[config.mk]
export PLATFORM = sky130hd
export DESIGN_NAME = hsv_to_rgb_converter_top
export DESIGN_NICKNAME = d
export VERILOG_FILES = /design/src/rtl/hsv_pkg.sv /design/src/rtl/hsv_to_rgb_converter_top.sv /design/src/rtl/hsv_front.sv /design/src/rtl/hsv_queue.sv /design/src/rtl/hsv_back.sv
export VERILOG_INCLUDE_DIRS = /design/src /design/src/rtl
export SDC_FILE = /design/constraint.sdc
export NUM_CORES = 2
export LEC_CHECK = 0
export BUFFER_PORTS_ARGS = -buffer_cell sky130_fd_sc_hd__buf_2
export CORE_MARGIN = 1.5
export CORE_UTILIZATION = 60
export DETAILED_ROUTE_END_ITERATION = 10
export PLACE_DENSITY = 0.75
export SYNTH_ARGS = -nofsm -noshare
export SYNTH_HDL_FRONTEND = slang
export SYNTH_SLANG_ARGS = --single-unit
[constraint.sdc]
create_clock -name clock -period 21.4 [get_ports clock]
set_input_delay 2.14 -clock clock [delete_from_list [all_inputs] [get_ports clock]]
set_output_delay 2.14 -clock clock [all_outputs]
set_load 0.01 [all_outputs]
[src/rtl/assert_macros.svh]
// Assertion helpers for the color converter; both assume ports named clock and reset.
`ifndef ASSERT_MACROS_SVH
`define ASSERT_MACROS_SVH

// Property that must hold at every edge outside reset.
`define HSV_ASSERT(label, prop, msg) \
   label: assert property (@(posedge clock) disable iff (reset) (prop)) else $error(msg);

// Implication: when pre holds, post holds at the next clock edge.
`define HSV_ASSERT_NEXT(label, pre, post, msg) \
   label: assert property (@(posedge clock) disable iff (reset) (pre) |=> (post)) \
      else $error(msg);

`endif

[src/rtl/hsv_pkg.sv]
package hsv_pkg;

   localparam int HUE_W   = 16;
   localparam int PCT_W   = 8;
   localparam int SPCT_W  = 7;   // clamped percent, 0..100
   localparam int LEVEL_W = 16;

   localparam logic [SPCT_W-1:0] PCT_FULL   = 7'd100;
   localparam logic [5:0]        SECTOR_DEG = 6'd60;
   localparam logic [15:0]       HUE_TURN   = 16'd360;

   // hue / 360 as (hue * ceil(2^24 / 360)) >> 24, exact for 16-bit hue
   localparam logic [15:0] HUE_RECIP       = 16'd46604;
   localparam int          HUE_RECIP_SHIFT = 24;
   localparam int          TURNS_W         = 8;
   localparam int          HUE_RED_W       = 9;

   // every level is bright * factor * scale / 600000, factor <= 6000
   localparam int                 FACTOR_W    = 13;
   localparam logic [FACTOR_W-1:0] FACTOR_FULL = 13'd6000;
   localparam int                 PRODUCT_W   = 20;
   localparam int                 SCALED_W    = 36;
   // 600000 = 64 * 9375: shift by 6, then divide by 9375 via reciprocal
   localparam int                 DIV_PRESHIFT = 6;
   localparam int                 QUOT_IN_W    = 30;
   localparam int                 DIV_RECIP_W  = 31;
   localparam logic [DIV_RECIP_W-1:0] DIV_RECIP = 31'd1876499845;
   localparam int                 DIV_SHIFT    = 44;
   localparam int                 DIV_PROD_W   = QUOT_IN_W + DIV_RECIP_W;

   localparam int QUEUE_DEPTH = 2;

   typedef logic [2:0] sector_type;
   localparam sector_type SECTOR_RED_TO_YELLOW    = 3'd0;
   localparam sector_type SECTOR_YELLOW_TO_GREEN  = 3'd1;
   localparam sector_type SECTOR_GREEN_TO_CYAN    = 3'd2;
   localparam sector_type SECTOR_CYAN_TO_BLUE     = 3'd3;
   localparam sector_type SECTOR_BLUE_TO_MAGENTA  = 3'd4;
   localparam sector_type SECTOR_MAGENTA_TO_RED   = 3'd5;

   typedef struct packed {
      sector_type        sector;
      logic [5:0]        rem;
      logic [SPCT_W-1:0] sat;
      logic [SPCT_W-1:0] bright;
   } color_item_type;

   typedef struct packed {
      logic full;
      logic empty;
   } queue_status_type;

endpackage

[src/rtl/hsv_to_rgb_converter_top.sv]
// HSB to RGB color converter. Takes one color per clock unless output back-pressure
// fills the queue, and returns one RGB beat per color, in order: two front stages
// reduce the hue modulo 360 and split it into sector and remainder while clamping
// saturation and brightness to 100, a short queue sits between front and back, and
// four back stages build the levels with exact integer math truncated toward zero
// (factor select, brightness multiply, full-scale shift-subtract, reciprocal divide).
// The throughput limit is one color per cycle, set by the back pipeline advancing once
// per clock while the output is not stalled. csr_write_data selects the full scale: 1
// gives 4095, 0 gives 65535; change it only while no color is in flight.
`include "assert_macros.svh"

module hsv_to_rgb_converter_top #(
   parameter int QUEUE_DEPTH = hsv_pkg::QUEUE_DEPTH
) (
   input  logic                          clock,
   input  logic                          reset,
   input  logic                          csr_write_enable,
   input  logic                          csr_write_data,
   input  logic                          req_valid,
   output logic                          req_ready,
   input  logic [hsv_pkg::HUE_W-1:0]     req_hue_degrees,
   input  logic [hsv_pkg::PCT_W-1:0]     req_saturation_pct,
   input  logic [hsv_pkg::PCT_W-1:0]     req_brightness_pct,
   output logic                          rsp_valid,
   input  logic                          rsp_ready,
   output logic [hsv_pkg::LEVEL_W-1:0]   rsp_red_level,
   output logic [hsv_pkg::LEVEL_W-1:0]   rsp_green_level,
   output logic [hsv_pkg::LEVEL_W-1:0]   rsp_blue_level
);

   localparam int CNT_W = $clog2(QUEUE_DEPTH+1);

   logic                      twelve_bit_ff;
   logic                      q_push;
   logic                      q_pop;
   hsv_pkg::color_item_type   q_wr_item;
   hsv_pkg::color_item_type   q_rd_item;
   hsv_pkg::queue_status_type q_status;
   logic [CNT_W-1:0]          q_count;

   always_ff @(posedge clock) begin
      if (reset) begin
         twelve_bit_ff <= 1'b0;
      end else if (csr_write_enable) begin
         twelve_bit_ff <= csr_write_data;
      end
   end

   hsv_front u_front (
      .clock              (clock),
      .reset              (reset),
      .req_valid          (req_valid),
      .req_ready          (req_ready),
      .req_hue_degrees    (req_hue_degrees),
      .req_saturation_pct (req_saturation_pct),
      .req_brightness_pct (req_brightness_pct),
      .queue_status       (q_status),
      .queue_push         (q_push),
      .queue_item         (q_wr_item)
   );

   hsv_queue #(
      .DEPTH (QUEUE_DEPTH)
   ) u_queue (
      .clock     (clock),
      .reset     (reset),
      .push      (q_push),
      .push_item (q_wr_item),
      .pop       (q_pop),
      .pop_item  (q_rd_item),
      .status    (q_status),
      .count     (q_count)
   );

   hsv_back u_back (
      .clock             (clock),
      .reset             (reset),
      .twelve_bit_output (twelve_bit_ff),
      .queue_status      (q_status),
      .queue_item        (q_rd_item),
      .queue_pop         (q_pop),
      .rsp_valid         (rsp_valid),
      .rsp_ready         (rsp_ready),
      .rsp_red_level     (rsp_red_level),
      .rsp_green_level   (rsp_green_level),
      .rsp_blue_level    (rsp_blue_level)
   );

   `HSV_ASSERT(a_queue_bound, q_count <= CNT_W'(QUEUE_DEPTH), "queue count above depth")
   `HSV_ASSERT(a_pop_nonempty, !q_pop || (q_count != '0), "pop from empty queue")
   `HSV_ASSERT_NEXT(a_count_track, 1'b1, q_count == $past(q_count) + CNT_W'($past(q_push)) - CNT_W'($past(q_pop)), "queue count out of step")

endmodule

[src/rtl/hsv_front.sv]
module hsv_front (
   input  logic                          clock,
   input  logic                          reset,
   input  logic                          req_valid,
   output logic                          req_ready,
   input  logic [hsv_pkg::HUE_W-1:0]     req_hue_degrees,
   input  logic [hsv_pkg::PCT_W-1:0]     req_saturation_pct,
   input  logic [hsv_pkg::PCT_W-1:0]     req_brightness_pct,
   input  hsv_pkg::queue_status_type     queue_status,
   output logic                          queue_push,
   output hsv_pkg::color_item_type       queue_item
);

   logic                               adv;
   logic                               s1_valid_ff;
   logic [hsv_pkg::HUE_W-1:0]          s1_hue_ff;
   logic [hsv_pkg::TURNS_W-1:0]        s1_turns_ff;
   logic [hsv_pkg::SPCT_W-1:0]         s1_sat_ff;
   logic [hsv_pkg::SPCT_W-1:0]         s1_bright_ff;
   logic                               s2_valid_ff;
   hsv_pkg::color_item_type            s2_item_ff;
   hsv_pkg::color_item_type            s2_item_in;
   logic [31:0]                        turn_prod;
   logic [hsv_pkg::SPCT_W-1:0]         sat_clamp;
   logic [hsv_pkg::SPCT_W-1:0]         bright_clamp;
   logic [15:0]                        turn_deg;
   logic [hsv_pkg::HUE_RED_W-1:0]      hue_red;
   logic [hsv_pkg::HUE_RED_W-1:0]      sector_base;
   logic [hsv_pkg::HUE_RED_W-1:0]      deg60;

   assign adv        = !s2_valid_ff || !queue_status.full;
   assign req_ready  = adv;
   assign queue_push = s2_valid_ff && !queue_status.full;
   assign queue_item = s2_item_ff;

   assign turn_prod    = 32'(req_hue_degrees) * 32'(hsv_pkg::HUE_RECIP);
   assign sat_clamp    = (req_saturation_pct > 8'(hsv_pkg::PCT_FULL)) ?
                         hsv_pkg::PCT_FULL : req_saturation_pct[hsv_pkg::SPCT_W-1:0];
   assign bright_clamp = (req_brightness_pct > 8'(hsv_pkg::PCT_FULL)) ?
                         hsv_pkg::PCT_FULL : req_brightness_pct[hsv_pkg::SPCT_W-1:0];

   assign turn_deg = 16'(s1_turns_ff) * hsv_pkg::HUE_TURN;
   assign hue_red  = hsv_pkg::HUE_RED_W'(s1_hue_ff - turn_deg);
   assign deg60    = hsv_pkg::HUE_RED_W'(hsv_pkg::SECTOR_DEG);

   always_comb begin
      s2_item_in.sat    = s1_sat_ff;
      s2_item_in.bright = s1_bright_ff;
      if (hue_red >= 9'(5) * deg60) begin
         s2_item_in.sector = hsv_pkg::SECTOR_MAGENTA_TO_RED;
         sector_base       = 9'(5) * deg60;
      end else if (hue_red >= 9'(4) * deg60) begin
         s2_item_in.sector = hsv_pkg::SECTOR_BLUE_TO_MAGENTA;
         sector_base       = 9'(4) * deg60;
      end else if (hue_red >= 9'(3) * deg60) begin
         s2_item_in.sector = hsv_pkg::SECTOR_CYAN_TO_BLUE;
         sector_base       = 9'(3) * deg60;
      end else if (hue_red >= 9'(2) * deg60) begin
         s2_item_in.sector = hsv_pkg::SECTOR_GREEN_TO_CYAN;
         sector_base       = 9'(2) * deg60;
      end else if (hue_red >= deg60) begin
         s2_item_in.sector = hsv_pkg::SECTOR_YELLOW_TO_GREEN;
         sector_base       = deg60;
      end else begin
         s2_item_in.sector = hsv_pkg::SECTOR_RED_TO_YELLOW;
         sector_base       = '0;
      end
      s2_item_in.rem = 6'(hue_red - sector_base);
   end

   always_ff @(posedge clock) begin
      if (reset) begin
         s1_valid_ff <= 1'b0;
         s2_valid_ff <= 1'b0;
      end else if (adv) begin
         s1_valid_ff <= req_valid;
         s2_valid_ff <= s1_valid_ff;
      end
   end

   always_ff @(posedge clock) begin
      if (adv) begin
         s1_hue_ff    <= req_hue_degrees;
         s1_turns_ff  <= turn_prod[hsv_pkg::HUE_RECIP_SHIFT +: hsv_pkg::TURNS_W];
         s1_sat_ff    <= sat_clamp;
         s1_bright_ff <= bright_clamp;
         s2_item_ff   <= s2_item_in;
      end
   end

endmodule

[src/rtl/hsv_queue.sv]
module hsv_queue #(
   parameter int DEPTH = hsv_pkg::QUEUE_DEPTH
) (
   input  logic                         clock,
   input  logic                         reset,
   input  logic                         push,
   input  hsv_pkg::color_item_type      push_item,
   input  logic                         pop,
   output hsv_pkg::color_item_type      pop_item,
   output hsv_pkg::queue_status_type    status,
   output logic [$clog2(DEPTH+1)-1:0]   count
);

   localparam int PTR_W = $clog2(DEPTH);
   localparam int CNT_W = $clog2(DEPTH+1);

   hsv_pkg::color_item_type entry_ff [DEPTH];
   logic [PTR_W-1:0] wr_ptr_ff;
   logic [PTR_W-1:0] wr_ptr_in;
   logic [PTR_W-1:0] rd_ptr_ff;
   logic [PTR_W-1:0] rd_ptr_in;
   logic [CNT_W-1:0] count_ff;
   logic [CNT_W-1:0] count_in;

   assign status.full  = (count_ff == CNT_W'(DEPTH));
   assign status.empty = (count_ff == '0);
   assign count        = count_ff;
   assign pop_item     = entry_ff[rd_ptr_ff];

   always_comb begin
      wr_ptr_in = wr_ptr_ff;
      rd_ptr_in = rd_ptr_ff;
      if (push) begin
         wr_ptr_in = (wr_ptr_ff == PTR_W'(DEPTH-1)) ? '0 : wr_ptr_ff + 1'b1;
      end
      if (pop) begin
         rd_ptr_in = (rd_ptr_ff == PTR_W'(DEPTH-1)) ? '0 : rd_ptr_ff + 1'b1;
      end
      count_in = count_ff + CNT_W'(push) - CNT_W'(pop);
   end

   always_ff @(posedge clock) begin
      if (reset) begin
         wr_ptr_ff <= '0;
         rd_ptr_ff <= '0;
         count_ff  <= '0;
      end else begin
         wr_ptr_ff <= wr_ptr_in;
         rd_ptr_ff <= rd_ptr_in;
         count_ff  <= count_in;
      end
   end

   always_ff @(posedge clock) begin
      if (push) begin
         entry_ff[wr_ptr_ff] <= push_item;
      end
   end

endmodule

[src/rtl/hsv_back.sv]
module hsv_back (
   input  logic                          clock,
   input  logic                          reset,
   input  logic                          twelve_bit_output,
   input  hsv_pkg::queue_status_type     queue_status,
   input  hsv_pkg::color_item_type       queue_item,
   output logic                          queue_pop,
   output logic                          rsp_valid,
   input  logic                          rsp_ready,
   output logic [hsv_pkg::LEVEL_W-1:0]   rsp_red_level,
   output logic [hsv_pkg::LEVEL_W-1:0]   rsp_green_level,
   output logic [hsv_pkg::LEVEL_W-1:0]   rsp_blue_level
);

   localparam int LANES = 3;   // red, green, blue

   logic adv;
   logic b1_valid_ff;
   logic b2_valid_ff;
   logic b3_valid_ff;
   logic b4_valid_ff;

   logic [hsv_pkg::SPCT_W-1:0]     b1_bright_ff;
   logic [hsv_pkg::FACTOR_W-1:0]   b1_factor_ff  [LANES];
   logic [hsv_pkg::FACTOR_W-1:0]   b1_factor_in  [LANES];
   logic [hsv_pkg::PRODUCT_W-1:0]  b2_product_ff [LANES];
   logic [hsv_pkg::QUOT_IN_W-1:0]  b3_scaled_ff  [LANES];
   logic [hsv_pkg::LEVEL_W-1:0]    b4_level_ff   [LANES];

   logic [hsv_pkg::FACTOR_W-1:0]   fv;
   logic [hsv_pkg::FACTOR_W-1:0]   fp;
   logic [hsv_pkg::FACTOR_W-1:0]   fq;
   logic [hsv_pkg::FACTOR_W-1:0]   ft;
   logic [hsv_pkg::SCALED_W-1:0]   scaled     [LANES];
   logic [hsv_pkg::DIV_PROD_W-1:0] quot_prod  [LANES];

   assign adv       = !b4_valid_ff || rsp_ready;
   assign queue_pop = adv && !queue_status.empty;
   assign rsp_valid = b4_valid_ff;

   assign rsp_red_level   = b4_level_ff[0];
   assign rsp_green_level = b4_level_ff[1];
   assign rsp_blue_level  = b4_level_ff[2];

   // factors over a common denominator of 6000
   always_comb begin
      fv = hsv_pkg::FACTOR_FULL;
      fp = 13'(hsv_pkg::SECTOR_DEG) * 13'(hsv_pkg::PCT_FULL - queue_item.sat);
      fq = hsv_pkg::FACTOR_FULL - 13'(queue_item.sat) * 13'(queue_item.rem);
      ft = hsv_pkg::FACTOR_FULL
           - 13'(queue_item.sat) * 13'(hsv_pkg::SECTOR_DEG - queue_item.rem);
      unique case (queue_item.sector)
         hsv_pkg::SECTOR_RED_TO_YELLOW: begin
            b1_factor_in[0] = fv; b1_factor_in[1] = ft; b1_factor_in[2] = fp;
         end
         hsv_pkg::SECTOR_YELLOW_TO_GREEN: begin
            b1_factor_in[0] = fq; b1_factor_in[1] = fv; b1_factor_in[2] = fp;
         end
         hsv_pkg::SECTOR_GREEN_TO_CYAN: begin
            b1_factor_in[0] = fp; b1_factor_in[1] = fv; b1_factor_in[2] = ft;
         end
         hsv_pkg::SECTOR_CYAN_TO_BLUE: begin
            b1_factor_in[0] = fp; b1_factor_in[1] = fq; b1_factor_in[2] = fv;
         end
         hsv_pkg::SECTOR_BLUE_TO_MAGENTA: begin
            b1_factor_in[0] = ft; b1_factor_in[1] = fp; b1_factor_in[2] = fv;
         end
         default: begin
            b1_factor_in[0] = fv; b1_factor_in[1] = fp; b1_factor_in[2] = fq;
         end
      endcase
   end

   // full scale is 2^n - 1, so product * scale is a shift and a subtract
   always_comb begin
      for (int i = 0; i < LANES; i++) begin
         if (twelve_bit_output) begin
            scaled[i] = {4'b0, b2_product_ff[i], 12'b0}
                        - hsv_pkg::SCALED_W'(b2_product_ff[i]);
         end else begin
            scaled[i] = {b2_product_ff[i], 16'b0}
                        - hsv_pkg::SCALED_W'(b2_product_ff[i]);
         end
         quot_prod[i] = hsv_pkg::DIV_PROD_W'(b3_scaled_ff[i])
                        * hsv_pkg::DIV_PROD_W'(hsv_pkg::DIV_RECIP);
      end
   end

   always_ff @(posedge clock) begin
      if (reset) begin
         b1_valid_ff <= 1'b0;
         b2_valid_ff <= 1'b0;
         b3_valid_ff <= 1'b0;
         b4_valid_ff <= 1'b0;
      end else if (adv) begin
         b1_valid_ff <= queue_pop;
         b2_valid_ff <= b1_valid_ff;
         b3_valid_ff <= b2_valid_ff;
         b4_valid_ff <= b3_valid_ff;
      end
   end

   always_ff @(posedge clock) begin
      if (adv) begin
         b1_bright_ff <= queue_item.bright;
         for (int i = 0; i < LANES; i++) begin
            b1_factor_ff[i]  <= b1_factor_in[i];
            b2_product_ff[i] <= hsv_pkg::PRODUCT_W'(b1_bright_ff)
                                * hsv_pkg::PRODUCT_W'(b1_factor_ff[i]);
            b3_scaled_ff[i]  <= scaled[i][hsv_pkg::DIV_PRESHIFT +: hsv_pkg::QUOT_IN_W];
            b4_level_ff[i]   <= quot_prod[i][hsv_pkg::DIV_SHIFT +: hsv_pkg::LEVEL_W];
         end
      end
   end

endmodule

======== After elaboration in Yosys (flattened, before gate mapping) ========
Memory sizes are Yosys's and may differ from the RTL's. A register that Yosys moved wholly into a read port is not among the register bits.
Cells that the tools add are included.
cells by class
  add/sub/neg operators ................... 16
  multiply operators ...................... 11
  magnitude comparators ................... 7
  equal/unequal tests ..................... 5
  multiplexer cells ....................... 21
  reduce and logical (&&, ||, !) cells .... 11
operators with widths
  operator                                                                number
  39-bit one-hot mux with 5 select lines                                  1
  30-bit by 31-bit multiplier with 60-bit output (second input constant)  3
  36-bit 2-to-1 mux                                                       3
  36-bit by 20-bit subtractor with 36-bit output                          3
  32-bit by 20-bit subtractor with 33-bit output                          3
  7-bit by 13-bit multiplier with 20-bit output                           3
  16-bit by 14-bit multiplier with 30-bit output (second input constant)  1
  6-bit 2-to-1 mux                                                        5
  13-bit subtractor (first input constant)                                2
  9-bit by 8-bit >= comparator with 1-bit output (second input constant)  2
  8-bit by 7-bit > comparator with 1-bit output (second input constant)   2
  4-bit by 13-bit multiplier with 11-bit output (first input constant)    1
  7-bit by 13-bit multiplier with 13-bit output                           1
  7-bit by 6-bit multiplier with 13-bit output                            1
  1-bit 2-to-1 mux                                                        10
  9-bit by 6-bit >= comparator with 1-bit output (second input constant)  1
  9-bit by 7-bit >= comparator with 1-bit output (second input constant)  1
  9-bit >= comparator (second input constant)                             1
  9-bit subtractor                                                        1
  8-bit by 6-bit multiplier with 6-bit output (second input constant)     1
  7-bit by 7-bit subtractor with 8-bit output (first input constant)      1
  6-bit by 6-bit subtractor with 7-bit output (first input constant)      1
  3-bit by 2-bit equality test with 1-bit output (second input constant)  2
  3-bit 2-to-1 mux                                                        2
  other kinds (13)                                                        19
storage, ports and cells
  register bits ........................... 72
  RAM bits ................................ 283
  input bits .............................. 38
  output and inout port bits .............. 50
  logic and storage cells ................. 96
  memories ................................ 5
memories
  name                  depth  bits a word  rd ports  clocked after memory_dff  wr ports  RTL line         text
  u_back.b3_scaled_ff   3      30           3         0                         3         hsv_back.sv:27   logic [hsv_pkg::QUOT_IN_W-1:0] b3_scaled_ff [LANES];
  u_back.b2_product_ff  3      20           3         0                         3         hsv_back.sv:26   logic [hsv_pkg::PRODUCT_W-1:0] b2_product_ff [LANES];
  u_back.b4_level_ff    3      16           3         0                         3         hsv_back.sv:28   logic [hsv_pkg::LEVEL_W-1:0] b4_level_ff [LANES];
  u_queue.entry_ff      2      23           1         1                         1         hsv_queue.sv:17  hsv_pkg::color_item_type entry_ff [DEPTH];
  u_back.b1_factor_ff   3      13           3         0                         3         hsv_back.sv:24   logic [hsv_pkg::FACTOR_W-1:0] b1_factor_ff [LANES];

======== Depth between registers and ports, before layout ========
  depth in word-level cells ............... 9
  depth in mapped cells ................... 26
  gate-level depth less buffers ........... 26

======== Modules after synthesis ========
Synthesis repeated with hierarchy kept, for this count alone.
unflattened totals
  cells, all modules ...................... 7284
  area total of the unflattened synthesis .. 75613.8 um^2
modules (own cells, without submodules)
  module                    instances  cells each  area each (um^2)  seq. area each (um^2)
  hsv_back                  1          6661        67967.7           7407.1
  hsv_front                 1          528         5733.0            1601.5
  hsv_queue                 1          92          1879.3            1481.4
  hsv_to_rgb_converter_top  1          3           33.8              20.0

======== Worst setup path before layout ========
No wires, ideal clock.
  path type ............................... input to register
  start point ............................. in rsp_ready
  end point ............................... reg u_queue.count_ff[1] (netlist: u_queue.count[1])
  setup time .............................. 0.128 ns
  arrival ................................. 9.038 ns
  required time ........................... 21.272 ns
  slack ................................... 12.234 ns
  stages on the path ...................... 10
  buffers on the path ..................... 0
  cell sequence ........................... nor2b_1 > inv_1 > o21ai_0 > inv_1 > ha_1 > inv_1 > ha_1 > xor2_1 > xnor2_1 > nor2_1
between the ends
  longest elaborated chain between the ends .. 3
ends and longest elaborated chain
  item                                         RTL line                        text
  start, declared                              hsv_to_rgb_converter_top.sv:25  input logic rsp_ready,
  1-bit logical OR                             hsv_back.sv:37                  assign adv = !b4_valid_ff || rsp_ready;
  net u_back.adv                               hsv_back.sv:17                  logic adv;
  1-bit logical AND                            hsv_back.sv:38                  assign queue_pop = adv && !queue_status.empty;
  net q_pop                                    hsv_to_rgb_converter_top.sv:35  logic q_pop;
  2-bit by 1-bit subtractor with 2-bit output  hsv_queue.sv:39                 count_in = count_ff + CNT_W'(push) - CNT_W'(pop);
  end signal, assigned                         hsv_queue.sv:50                 count_ff <= count_in;
  end, declared                                hsv_queue.sv:22                 logic [CNT_W-1:0] count_ff;
The timed path passes the listed nets, and every way through them passes these cells.
A chain may end at the register's enable or synchronous reset.

==> results.py <==
metrics = {
    "setup_path": {
        "startpoint": "u_back.b3_scaled_ff[0][5]$_DFFE_PP_",
        "reg2reg_from": "u_back.b3_scaled_ff[0][5]$_DFFE_PP_",
        "cp.arrival_ns": 8.51,
        "rrSetupSlack_ns": 13.32,
        "path_class": "register to register",
        "r2r_end": "u_back.b4_level_ff[0][15]$_DFFE_PP_",
        "end_kind": "register",
        "critPathRequiredTime_ns": 21.83,
        "r2r.worst_path.cells": 22,
        "start_kind": "register",
        "crit_path_max_fanout": 5,
    },
    "clock_network": {
        "htreeDepth": 2,
        "clk_path_buf_depth": 3,
        "clockRootBuffer": "clkbuf_16",
        "clk_pin_slew_ns": 0.07,
        "ctsHoldBuffers": 0,
        "cts_sinks": 354,
        "post-cts-setup-buffers": 0,
        "clock_latency_ns": 0.69,
        "cts_tree": "built",
        "cts_inserted_buffers": 47,
        "ctsResizeCount": 0,
    },
    "timing": {
        "rsz0062_at_grt": "false",
        "period_minus_slack_ns": 8.08,
        "skew_ns": 0.0823,
        "worst_slew_margin_rel_pct": 35.2,
        "fin_crit_sh_pct": 37.8,
        "fin_setup_tns_ns": 0,
        "fmax_mhz": 124,
        "slew_viol_final": 0,
        "worstMarginPinSlew_ns": 0.944,
        "setup_viol": 0,
        "hold_viol": 0,
    },
    "final_layout": {
        "drive_gt1_share_pct": 3.86,
        "areaGrowthSynthToFinish_pct": 5.24,
        "seqCellArea_um2": 10500,
        "fillers": 10200,
        "multi_input_area_um2": 57600,
        "fin_nets": 10100,
        "antennaDiodeCount": 0,
    },
    "floorplan": {
        "pin_count": 88,
        "initial_core_util_pct": 60.3,
        "fp-row-count": 130,
        "core_area_um2": 125000,
        "die_area_um2": 128000,
        "die_h_um": 358,
        "die_width_um": 358,
    },
    "placed_design": {
        "numPortBuffers": 87,
        "dpl.hpwl_um": 163000,
        "gp_congestion": 1.02,
    },
    "synthesis": {
        "ys_seq_elements": 354,
        "synth_area_leaders": "fa_1 (36%), ha_1 (22%), edfxtp_1 (14%)",
        "yosys_warnings": 0,
        "synth_common_cells": "inv_1 (1923), fa_1 (1371), ha_1 (1347)",
        "synth_seq_area_share_pct": 13.9,
        "synth_cells": 7241,
        "post-synth-top-count-cell": "inv_1",
        "postSynthAreaPerCell_um2": 10.4,
        "syn_nets": 9997,
        "synth_top_area_share_pct": 36.3,
        "async_flop_share_pct": 0,
        "synth_flop_cell": "edfxtp_1",
        "netlist_area_um2": 75600,
        "synth_top_cell_by_area": "fa_1",
        "synth_edf_count": 342,
        "ys_types": 96,
    },
    "route": {
        "viasPerCell": 5.61,
        "postRouteAntennaNets": 0,
        "wl_per_cell_um": 20.9,
        "drt-initial-drc-count": 3747,
        "drc_errors": 0,
        "firstDrtPassIters": 8,
        "vias": 50500,
        "finalWirelength_um": 188000,
    },
    "grt": {
        "grt_pass1_wl_um": 301000,
        "grt_max_degree": 148,
        "grt_overflow": 0,
        "grt_antenna_before_repair": 0,
        "track_usage_pct": 30.6,
        "grt_pass1_vias": 54300,
    },
    "outcome": {
        "status": "completed",
    },
    "run": {
        "cap_violations": 0,
    },
    "min_path": {
        "hold_end": "u_front.queue_item[4]$_DFFE_PP_",
        "hold_path_class": "register to register",
        "hp-start": "u_front.s1_bright_ff[4]$_SDFFCE_PN0P_",
        "hold_depth": 0,
    },
}
-- stage by stage --
step,util [%],hold slack [ns],setup slack (ns),area [um^2],instances
floorplan,-,0.400,12.23,75600,7241
global placement,62.2,0.402,13.51,78000,8915
detailed placement,62.2,0.405,13.24,78000,8915
CTS,63.5,0.415,13.28,79600,9002
global route,63.5,0.427,12.73,79600,9002
finish,63.5,0.416,13.32,79600,9002
-- registers in the layout, indices dropped and copies added, names as in the netlist, 6 cells and up, named ones only --
signal                count
u_back.b3_scaled_ff      90
u_back.b2_product_ff     60
u_back.b4_level_ff       48
u_queue.entry_ff         46
u_back.b1_factor_ff      39
u_front.queue_item       23
u_front.s1_hue_ff         9
u_back.b1_bright_ff       7
u_front.s1_bright_ff      7
u_front.s1_sat_ff         7
u_front.s1_turns_ff       6
-- cell usage in the layout, fill, tap and decap left out, types with 22 or more instances in the layout --
cell and count:
o21ai_0 144, nand2_1 340, and2_1 149, a21oi_1 211
nand2b_1 25, nor2b_1 35, ha_1 1347, clkbuf_16 49
nand3_1 51, buf_2 87, nand4_1 28, o21bai_1 26
nor2_1 204, o31ai_1 25, xnor2_1 178, xor2_1 90
or2_2 44, edfxtp_1 342, nor3_1 66, inv_1 1922
and3_1 23, o21a_1 32, a31oi_1 42, a21o_1 114
a211oi_1 36, or3_1 22, fa_1 1371
-- routing by layer --
| metal | GRT usage, % | wire length, um | vias to the layer above |
|---|---|---|---|
| li1 | - | - | 23200 |
| met1 | 42.5 | 82600 | 25600 |
| met2 | 51.0 | 89300 | 1395 |
| met3 | 3.97 | 11200 | 252 |
| met4 | 7.62 | 4990 | 0 |
| met5 | 0 | 0 | - |
-- how the worst max path moves through the flow --
stage / to
6_report: u_back.b4_level_ff[0][15]$_DFFE_PP_
5_1_grt: u_back.b4_level_ff[0][15]$_DFFE_PP_
4_1_cts: u_back.b4_level_ff[0][15]$_DFFE_PP_
3_5_place_dp: u_back.b4_level_ff[0][15]$_DFFE_PP_
3_3_place_gp: u_back.b4_level_ff[0][15]$_DFFE_PP_
2_1_floorplan: u_queue.count[1]$_SDFF_PP0_
-- worst max-delay path, cell delays in order, from the launching register on --
cell       delay (ns)
edfxtp_1         0.51
inv_1            0.23
fa_1             0.45
inv_1            0.23
fa_1             0.49
fa_1             0.55
fa_1             0.46
fa_1             0.51
fa_1             0.50
fa_1             0.51
inv_1            0.07
fa_1             0.50
inv_1            0.04
ha_1             0.30
inv_1            0.04
o21ai_0          0.27
o2111ai_1        0.21
nor4_1           0.52
nor3_1           0.27
o31ai_1          0.68
a211oi_1         0.18
nor3_1           0.26
xnor2_1          0.09
-- cell type report --
| cell class | count | area share [%] |
|---|---|---|
| Clock buffer | 59 | 1.63 |
| Clock inverter | 28 | 0.410 |
| Inverter | 1925 | 9.09 |
| Multi-Input combinational cell | 4878 | 72.3 |
| Sequential cell | 354 | 13.2 |
| Tap cell | 1650 | 2.59 |
| Timing Repair Buffer | 108 | 0.761 |
-- logic make-up after synthesis --
family,count (synthesis),synth area share (%)
compound gates,801,6.98
xor+xnor,268,3.10
fa+ha+maj,2719,58.6
buf+inv,2009,10.0
flops,354,13.9
mux,34,0.491
simple gates,1056,6.93
Power is left out: the tool's default activity adds up to more than one toggle a clock period on the data nets, which glitch-free logic cannot reach.
